$ cat src/rtl/core/bfmc_pkg.sv
// Shared types, constants and lane arithmetic for the box-filter mip chain.
// Used by every module under rtl/core; depends on nothing else.
`default_nettype none

package bfmc_pkg;

    // Field widths fixed by the interface.
    localparam int SIZE_W   = 13;   // image sizes and raster counters
    localparam int LEVEL_W  = 4;    // mip level number
    localparam int COORD_W  = 11;   // texel coordinates
    localparam int PIX_W    = 32;   // RGBA8 pixel
    localparam int LANE_W   = 9;    // one channel of a pair sum
    localparam int LANES_W  = 4 * LANE_W;
    localparam int OUT_DATA_W = 56; // x, y and texel padded to whole bytes

    // Configuration register indexes.
    localparam int CFG_IDX_W = 2;
    localparam logic [CFG_IDX_W-1:0] CFG_SRC_WIDTH   = 2'd0;
    localparam logic [CFG_IDX_W-1:0] CFG_SRC_HEIGHT  = 2'd1;
    localparam logic [CFG_IDX_W-1:0] CFG_LEVEL_COUNT = 2'd2;

    typedef enum logic [1:0] {
        CELL_IDLE,
        CELL_READ,
        CELL_EMIT
    } cell_state_t;

    // Pixel handed from one level cell to the next.
    typedef struct packed {
        logic             valid;
        logic [PIX_W-1:0] pixel;
    } token_t;

    // Finished texel offered by a cell to the output register.
    typedef struct packed {
        logic               valid;
        logic [LEVEL_W-1:0] level;
        logic [COORD_W-1:0] x;
        logic [COORD_W-1:0] y;
        logic [PIX_W-1:0]   texel;
        logic               last;
    } emit_t;

    // Access request to the row pair-sum memory.
    typedef struct packed {
        logic               we;
        logic               re;
        logic [LANES_W-1:0] wdata;
    } mem_op_t;

    // Widen the four bytes of a pixel into 9-bit lanes.
    function automatic logic [LANES_W-1:0] spread_lanes(input logic [PIX_W-1:0] p);
        logic [LANES_W-1:0] s;
        s = '0;
        for (int i = 0; i < 4; i++) begin
            s[i*LANE_W +: LANE_W] = {1'b0, p[i*8 +: 8]};
        end
        return s;
    endfunction

    // Lane-wise sum; each lane keeps 9 bits.
    function automatic logic [LANES_W-1:0] add_lanes(input logic [LANES_W-1:0] a,
                                                     input logic [LANES_W-1:0] b);
        logic [LANES_W-1:0] s;
        s = '0;
        for (int i = 0; i < 4; i++) begin
            s[i*LANE_W +: LANE_W] = a[i*LANE_W +: LANE_W] + b[i*LANE_W +: LANE_W];
        end
        return s;
    endfunction

    // Sum two pair sums per channel and divide by four, truncating.
    function automatic logic [PIX_W-1:0] average_lanes(input logic [LANES_W-1:0] a,
                                                       input logic [LANES_W-1:0] b);
        logic [PIX_W-1:0]  t;
        logic [LANE_W:0]   s;
        t = '0;
        for (int i = 0; i < 4; i++) begin
            s = {1'b0, a[i*LANE_W +: LANE_W]} + {1'b0, b[i*LANE_W +: LANE_W]};
            t[i*8 +: 8] = s[LANE_W:2];
        end
        return t;
    endfunction

endpackage

`default_nettype wire

$ cat src/rtl/core/bfmc_cell.sv
// One level of the mip chain: raster counters, the held left pixel, level
// geometry and the pair/average step. Depends on bfmc_pkg.
`default_nettype none

module bfmc_cell #(
    parameter int MAX_WIDTH = 4096,
    parameter int LEVEL = 0,
    parameter bit LAST_CELL = 1'b0,
    localparam int AW = $clog2(MAX_WIDTH)
) (
    input  wire logic                          clk,
    input  wire logic                          rst_n,
    input  wire logic                          clear,
    input  wire logic                          enable,
    input  wire logic [bfmc_pkg::SIZE_W-1:0]   w_in,
    input  wire logic [bfmc_pkg::SIZE_W-1:0]   h_in,
    input  wire logic [AW-1:0]                 off_in,
    output logic      [bfmc_pkg::SIZE_W-1:0]   w_out,
    output logic      [bfmc_pkg::SIZE_W-1:0]   h_out,
    output logic      [AW-1:0]                 off_out,
    input  wire bfmc_pkg::token_t              tok_in,
    output bfmc_pkg::token_t                   tok_out,
    input  wire logic                          next_emits,
    output logic                               emits,
    input  wire logic                          out_ready,
    output bfmc_pkg::emit_t                    emit,
    output bfmc_pkg::mem_op_t                  mem_op,
    output logic      [AW-1:0]                 mem_addr,
    input  wire logic [bfmc_pkg::LANES_W-1:0]  rdata,
    output logic                               done
);

    localparam int SW = bfmc_pkg::SIZE_W;
    localparam int CW = bfmc_pkg::COORD_W;
    localparam int SHIFT = 26;
    localparam logic [SHIFT-1:0] RECIP = SHIFT'((64'd1 << SHIFT) / MAX_WIDTH);
    localparam int MW = 16;
    localparam logic [MW-1:0] MAXW = MW'(MAX_WIDTH);
    localparam logic [AW:0] DEPTH_X = (AW+1)'(MAX_WIDTH);

    bfmc_pkg::cell_state_t state_reg, state_next;

    logic [SW-1:0]                col_reg, col_next;
    logic [SW-1:0]                row_reg, row_next;
    logic                         tok_valid_reg, tok_valid_next;
    logic [bfmc_pkg::PIX_W-1:0]   held_reg, held_next;
    logic [bfmc_pkg::LANES_W-1:0] pair_reg, pair_next;
    logic [bfmc_pkg::PIX_W-1:0]   texel_reg, texel_next;
    logic [CW-1:0]                x_reg, x_next;
    logic [CW-1:0]                y_reg, y_next;
    logic [AW-1:0]                addr_reg, addr_next;

    // Geometry of the level below, worked out in registered steps.
    logic [SW-1:0]       nw_reg, nw_next;
    logic [SW-1:0]       nh_reg, nh_next;
    logic [SW+SHIFT-1:0] prod_reg, prod_next;
    logic [SW-1:0]       qm_reg, qm_next;
    logic [AW-1:0]       mod_reg, mod_next;
    logic [AW-1:0]       off_reg, off_next;

    logic [SW-1:0]    half_w, half_h;
    logic [SW-1:0]    quot;
    logic [SW+MW-1:0] qm_full;
    logic [SW-1:0]    rem;
    logic [AW:0]      off_sum;

    logic [SW:0]                  col_ext, row_ext;
    logic                         col_wrap, row_wrap;
    logic                         w_one, h_one;
    logic [bfmc_pkg::PIX_W-1:0]   left_pixel;
    logic [bfmc_pkg::LANES_W-1:0] pair;
    logic [AW-1:0]                addr_use;
    logic [AW:0]                  addr_inc;
    logic [AW-1:0]                addr_step;

    // Geometry: next size is half this one but at least one; the next
    // level's memory region starts after this level's entries.
    always_comb
    begin
        half_w    = w_in >> 1;
        half_h    = h_in >> 1;
        nw_next   = (half_w == '0) ? SW'(1) : half_w;
        nh_next   = (half_h == '0) ? SW'(1) : half_h;
        prod_next = nw_reg * RECIP;
        quot      = prod_reg[SHIFT +: SW];
        qm_full   = quot * MAXW;
        qm_next   = qm_full[SW-1:0];
        rem       = nw_reg - qm_reg;
        mod_next  = (MW'(rem) >= MAXW) ? AW'(MW'(rem) - MAXW) : AW'(rem);
        off_sum   = {1'b0, off_in} + {1'b0, mod_reg};
        off_next  = (off_sum >= DEPTH_X) ? AW'(off_sum - DEPTH_X) : off_sum[AW-1:0];
    end

    always_comb
    begin
        col_ext    = {1'b0, col_reg} + (SW+1)'(1);
        row_ext    = {1'b0, row_reg} + (SW+1)'(1);
        col_wrap   = col_ext >= {1'b0, w_in};
        row_wrap   = row_ext >= {1'b0, h_in};
        w_one      = w_in == SW'(1);
        h_one      = h_in == SW'(1);
        left_pixel = w_one ? tok_in.pixel : held_reg;
        pair       = bfmc_pkg::add_lanes(bfmc_pkg::spread_lanes(left_pixel),
                                         bfmc_pkg::spread_lanes(tok_in.pixel));
        addr_use   = (col_reg == '0) ? off_in : addr_reg;
        addr_inc   = {1'b0, addr_reg} + (AW+1)'(1);
        addr_step  = (addr_inc == DEPTH_X) ? '0 : addr_inc[AW-1:0];
    end

    always_comb
    begin
        state_next     = state_reg;
        col_next       = col_reg;
        row_next       = row_reg;
        held_next      = held_reg;
        pair_next      = pair_reg;
        texel_next     = texel_reg;
        x_next         = x_reg;
        y_next         = y_reg;
        addr_next      = addr_reg;
        tok_valid_next = 1'b0;
        done           = 1'b0;
        mem_op         = '0;
        mem_addr       = '0;
        emit           = '0;

        unique case (state_reg)
            bfmc_pkg::CELL_IDLE:
            begin
                if (tok_in.valid)
                begin
                    if (!enable)
                    begin
                        done = 1'b1;
                    end
                    else
                    begin
                        col_next = col_wrap ? '0 : col_ext[SW-1:0];
                        if (col_wrap)
                        begin
                            row_next = row_wrap ? '0 : row_ext[SW-1:0];
                        end
                        x_next = col_reg[CW:1];
                        y_next = row_reg[CW:1];
                        if (col_reg == '0)
                        begin
                            addr_next = off_in;
                        end

                        if (!(w_one || col_reg[0]))
                        begin
                            // Even column: wait for the right-hand partner.
                            held_next = tok_in.pixel;
                            done      = 1'b1;
                        end
                        else
                        begin
                            if (!w_one)
                            begin
                                addr_next = addr_step;
                            end
                            if (h_one)
                            begin
                                texel_next = bfmc_pkg::average_lanes(pair, pair);
                                state_next = bfmc_pkg::CELL_EMIT;
                            end
                            else if (!row_reg[0])
                            begin
                                // Even row: park the pair sum unless this row is dropped.
                                mem_op.we    = !row_wrap;
                                mem_op.wdata = pair;
                                mem_addr     = addr_use;
                                done         = 1'b1;
                            end
                            else
                            begin
                                mem_op.re  = 1'b1;
                                mem_addr   = addr_use;
                                pair_next  = pair;
                                state_next = bfmc_pkg::CELL_READ;
                            end
                        end
                    end
                end
            end
            bfmc_pkg::CELL_READ:
            begin
                texel_next = bfmc_pkg::average_lanes(rdata, pair_reg);
                state_next = bfmc_pkg::CELL_EMIT;
            end
            bfmc_pkg::CELL_EMIT:
            begin
                emit.valid = 1'b1;
                emit.level = bfmc_pkg::LEVEL_W'(LEVEL + 1);
                emit.x     = x_reg;
                emit.y     = y_reg;
                emit.texel = texel_reg;
                emit.last  = LAST_CELL ? 1'b1 : !next_emits;
                if (out_ready)
                begin
                    state_next = bfmc_pkg::CELL_IDLE;
                    if (LAST_CELL)
                    begin
                        done = 1'b1;
                    end
                    else
                    begin
                        tok_valid_next = 1'b1;
                    end
                end
            end
            default:
            begin
                state_next = bfmc_pkg::CELL_IDLE;
            end
        endcase

        if (clear)
        begin
            col_next = '0;
            row_next = '0;
        end
    end

    always_ff @(posedge clk or negedge rst_n)
    begin
        if (!rst_n)
        begin
            state_reg     <= bfmc_pkg::CELL_IDLE;
            col_reg       <= '0;
            row_reg       <= '0;
            tok_valid_reg <= 1'b0;
        end
        else
        begin
            state_reg     <= state_next;
            col_reg       <= col_next;
            row_reg       <= row_next;
            tok_valid_reg <= tok_valid_next;
        end
    end

    always_ff @(posedge clk)
    begin
        held_reg  <= held_next;
        pair_reg  <= pair_next;
        texel_reg <= texel_next;
        x_reg     <= x_next;
        y_reg     <= y_next;
        addr_reg  <= addr_next;
        nw_reg    <= nw_next;
        nh_reg    <= nh_next;
        prod_reg  <= prod_next;
        qm_reg    <= qm_next;
        mod_reg   <= mod_next;
        off_reg   <= off_next;
    end

    assign emits         = enable && (w_one || col_reg[0]) && (h_one || row_reg[0]);
    assign tok_out.valid = tok_valid_reg;
    assign tok_out.pixel = texel_reg;
    assign w_out         = nw_reg;
    assign h_out         = nh_reg;
    assign off_out       = off_reg;

endmodule

`default_nettype wire

$ cat config.mk
export PLATFORM = sky130hd
export DESIGN_NAME = bfmc_cell
export DESIGN_NICKNAME = d
export VERILOG_FILES = /design/src/rtl/core/bfmc_pkg.sv /design/src/rtl/core/bfmc_cell.sv
export SDC_FILE = /design/constraint.sdc
export NUM_CORES = 1
export LEC_CHECK = 0
export BUFFER_PORTS_ARGS = -buffer_cell sky130_fd_sc_hd__clkbuf_2
export CELL_PAD_IN_SITES_DETAIL_PLACEMENT = 1
export CELL_PAD_IN_SITES_GLOBAL_PLACEMENT = 1
export CORE_ASPECT_RATIO = 1.75
export CORE_MARGIN = 1.5
export CORE_UTILIZATION = 43
export CTS_BUF_LIST = sky130_fd_sc_hd__clkbuf_8
export DETAILED_ROUTE_END_ITERATION = 16
export PLACE_DENSITY_LB_ADDON = 0.1
export SLEW_MARGIN = 5
export SYNTH_ARGS = -nofsm -noshare
export SYNTH_HDL_FRONTEND = slang
export SYNTH_SLANG_ARGS = --single-unit
$ cat constraint.sdc
create_clock -name clk -period 5.5 [get_ports clk]
set_clock_uncertainty 0.2 [all_clocks]
set_input_delay 1.1 -clock clk [delete_from_list [all_inputs] [get_ports clk]]
set_output_delay 1.1 -clock clk [all_outputs]
set_load 0.005 [all_outputs]
==> results.cfg <==
[worst_setup_path]
critPathKind = in -> out
cpMaxStageDelayCell = nor4_2
startpoint_type = input pin
end_kind = primary output
crit_chain = clkbuf_2 > nor4_2 > nand4_1 > buf_6 > buf_4 > mux2_2 > ha_1 > nor2b_1 > o21a_1 > o21a_1 > o31a_1 > a21oi_1 > and2_1 > clkbuf_2
critical_path_depth = 14
max_stage_delay_ns = 0.34
cp_max_fo = 20
rr_worst_depth = 12
worstPathArrival_ns = 4.00
crit_family = compound AO/OA/AOI/OAI gates
cp.required_ns = 4.20
path_buf_inv = 4

[drt]
via_per_inst = 5.39
wl_per_cell_um = 19.6
first_pass_iters = 5
routed_wl_mm = 37.5
post-route-drc-count = 0
first_iter_violations = 320
ant_nets = 0
vias = 10300

[place]
io_buffers = 290
gp_congestion = 0.855
place_inst = 1852
hpwl_mm = 29.3

[run]
cap_violations = 0

[timing]
setup_viol = 0
fmax_ghz = 0.189
finalSetupTns_ns = 0
tightest_slew_ns = 1.04
hold_viol = 0
fin_crit_ns = 5.30
max_slew_margin_pct = 30.6
slew_viol_final = 0
fin_crit_sh_pct = 96.4
rsz0062_at_grt = false

[logic_synthesis]
async_flop_share_pct = 13.7
synth.area.top_cells = edfxtp_1 32%, ha_1 11%, dfxtp_1 7.7%
netlist_area_um2 = 12500
syn_inst = 1222
synthMostInstantiatedCell = edfxtp_1
ys.flop_type = edfxtp_1
synth_top_area_cell = edfxtp_1
synth_common_cells = 134 x edfxtp_1, 109 x ha_1, 99 x nor2_1
ys_ff_latch = 211
syn_avg_cell_area_um2 = 10.2
yosysSeqAreaShare_pct = 45.8
ys_warn_count = 0
synth_top_area_share_pct = 32.2
synth_edf_count = 134
ys_types = 67

[finish]
final_layout_size_suffix_gt1_share_pct = 29.0
synthToLayoutAreaGrowth_pct = 20.2
final_cells = 1915
largest_reg_flops = 36
nets = 1737

[clock_network]
cts_htree_levels = 2
cts_inserted_buffers = 34
cts_root_buf = clkbuf_8
clkTransAtPathRegs_ns = 0.06
clock_sinks = 211
clock_path_buffers = 3
tritoncts = yes
post_cts_buffers = 0
clk_latency_ns = 0.54
cts_hold_buf = 0

[global_routing]
use_met2_pct = 50.0
grt_max_degree = 39
grt_antenna_before_repair = 4
use_met1_pct = 25.2
top_usage_layer = met2
grt-ovfl-total = 0
grt_usage_pct = 25.2
met3_usage_pct = 3.81
grt_pass1_wl_mm = 59.6
first_global_vias = 11200

[run_status]
run_status = completed

[die]
initial_core_util_pct = 43.6
boundaryPins = 296
die_w_um = 132
std_cell_rows = 82
coreArea_um2 = 28600
die_area_um2 = 30100
die_h_um = 228

[worst_hold_path]
min_path_type = reg -> reg
hold_depth = 0

[power]
p_leak_nw = 6.79
p_per_area_nw_per_um2 = 241
peakVddDrop_uv = 177
total_power_mw = 3.61
## area by class of cell
class / count / area, µm²
Antenna cell: 4 / 10.0
Clock buffer: 38 / 523
Clock inverter: 21 / 92.6
Fill cell: 3332 / 13600
Inverter: 80 / 300
Multi-Input combinational cell: 869 / 6250
Sequential cell: 211 / 5710
Tap cell: 378 / 473
Timing Repair Buffer: 314 / 1640
## final timing paths
check | endpoint | startpoint | slack [ns]
worst max-delay path | mem_op[33] | w_in[12] | 0.20
max in group asynchronous | col_reg[8] | rst_n | 4.10
worst min register to register | mod_reg[3] | w_out[3] | 0.15
worst min-delay path | mod_reg[3] | w_out[3] | 0.15
worst max register to register | col_reg[4] | col_reg[0] | 1.20
min in group asynchronous | row_reg[1] | rst_n | 0.45
## layer usage
metal	wire, µm	vias up
li1	-	4930
met1	13100	5029
met2	21100	271
met3	1710	92
met4	1670	0
met5	0	-
## placed cells by master (no fill, tap or decap), types with 20 or more instances in the layout
| master | netlist | layout |
|---|---|---|
| xnor2_1 | 42 | 42 |
| nor3_1 | 20 | 20 |
| buf_4 | 8 | 23 |
| ha_1 | 109 | 109 |
| a21oi_1 | 78 | 77 |
| and2_1 | 68 | 68 |
| clkbuf_2 | 1 | 290 |
| mux2_2 | 35 | 35 |
| nand3_1 | 36 | 36 |
| nand2_1 | 70 | 70 |
| dfxtp_1 | 48 | 48 |
| o21ai_0 | 52 | 51 |
| clkbuf_8 | 0 | 38 |
| xor2_1 | 27 | 27 |
| nor2_1 | 99 | 97 |
| dfrtp_1 | 29 | 29 |
| inv_1 | 79 | 88 |
| edfxtp_1 | 134 | 134 |
## kinds of logic after synthesis
kind of cell | count (synthesis) | share of synthesized area [%]
compound gates | 238 | 12.6
xor+xnor | 69 | 4.84
fa+ha+maj | 114 | 11.7
buf+inv | 146 | 4.71
flops | 211 | 45.8
mux | 51 | 4.44
other cells | 1 | 0.0301
simple gates | 392 | 15.9
## worst register-to-register path: stages (launching register included)
cell      delay, ns
dfrtp_1        0.61
ha_1           0.31
nand3_2        0.15
or3_4          0.46
or2_4          0.27
xnor2_1        0.25
ha_1           0.30
o21a_1         0.18
o211ai_2       0.13
buf_4          0.20
nand4_1        0.46
or3_1          0.51
a21oi_1        0.17
## report_power, final
group	leakage (nW)	total, mW	internal, mW	switching (mW)
Combinational	4.39	0.545	0.232	0.314
Sequential	2.04	1.79	1.76	0.0233
Clock	0.357	1.28	0.635	0.645
## metrics by stage
| step | hold WS (ns) | util [%] | area [µm²] | worst slack (ns) |
|---|---|---|---|---|
| 3_5_place_dp | 0.143 | 50.1 | 14300 | 0.0468 |
| 6_report | 0.153 | 52.4 | 15000 | 0.196 |
| 3_3_place_gp | 0.141 | 50.1 | 14300 | 0.163 |
| 5_1_grt | 0.162 | 52.4 | 15000 | 0.0235 |
| 4_1_cts | 0.155 | 52.3 | 15000 | 0.0298 |
| 2_1_floorplan | 0.153 | - | 12500 | 0.529 |
## repair_timing
action / in CTS / in global routing
hold endpoints to repair: 0 / 0
gates resized for setup: 0 / 6
setup endpoints to repair: 0 / 10
Power figures use the tool's default switching activity.
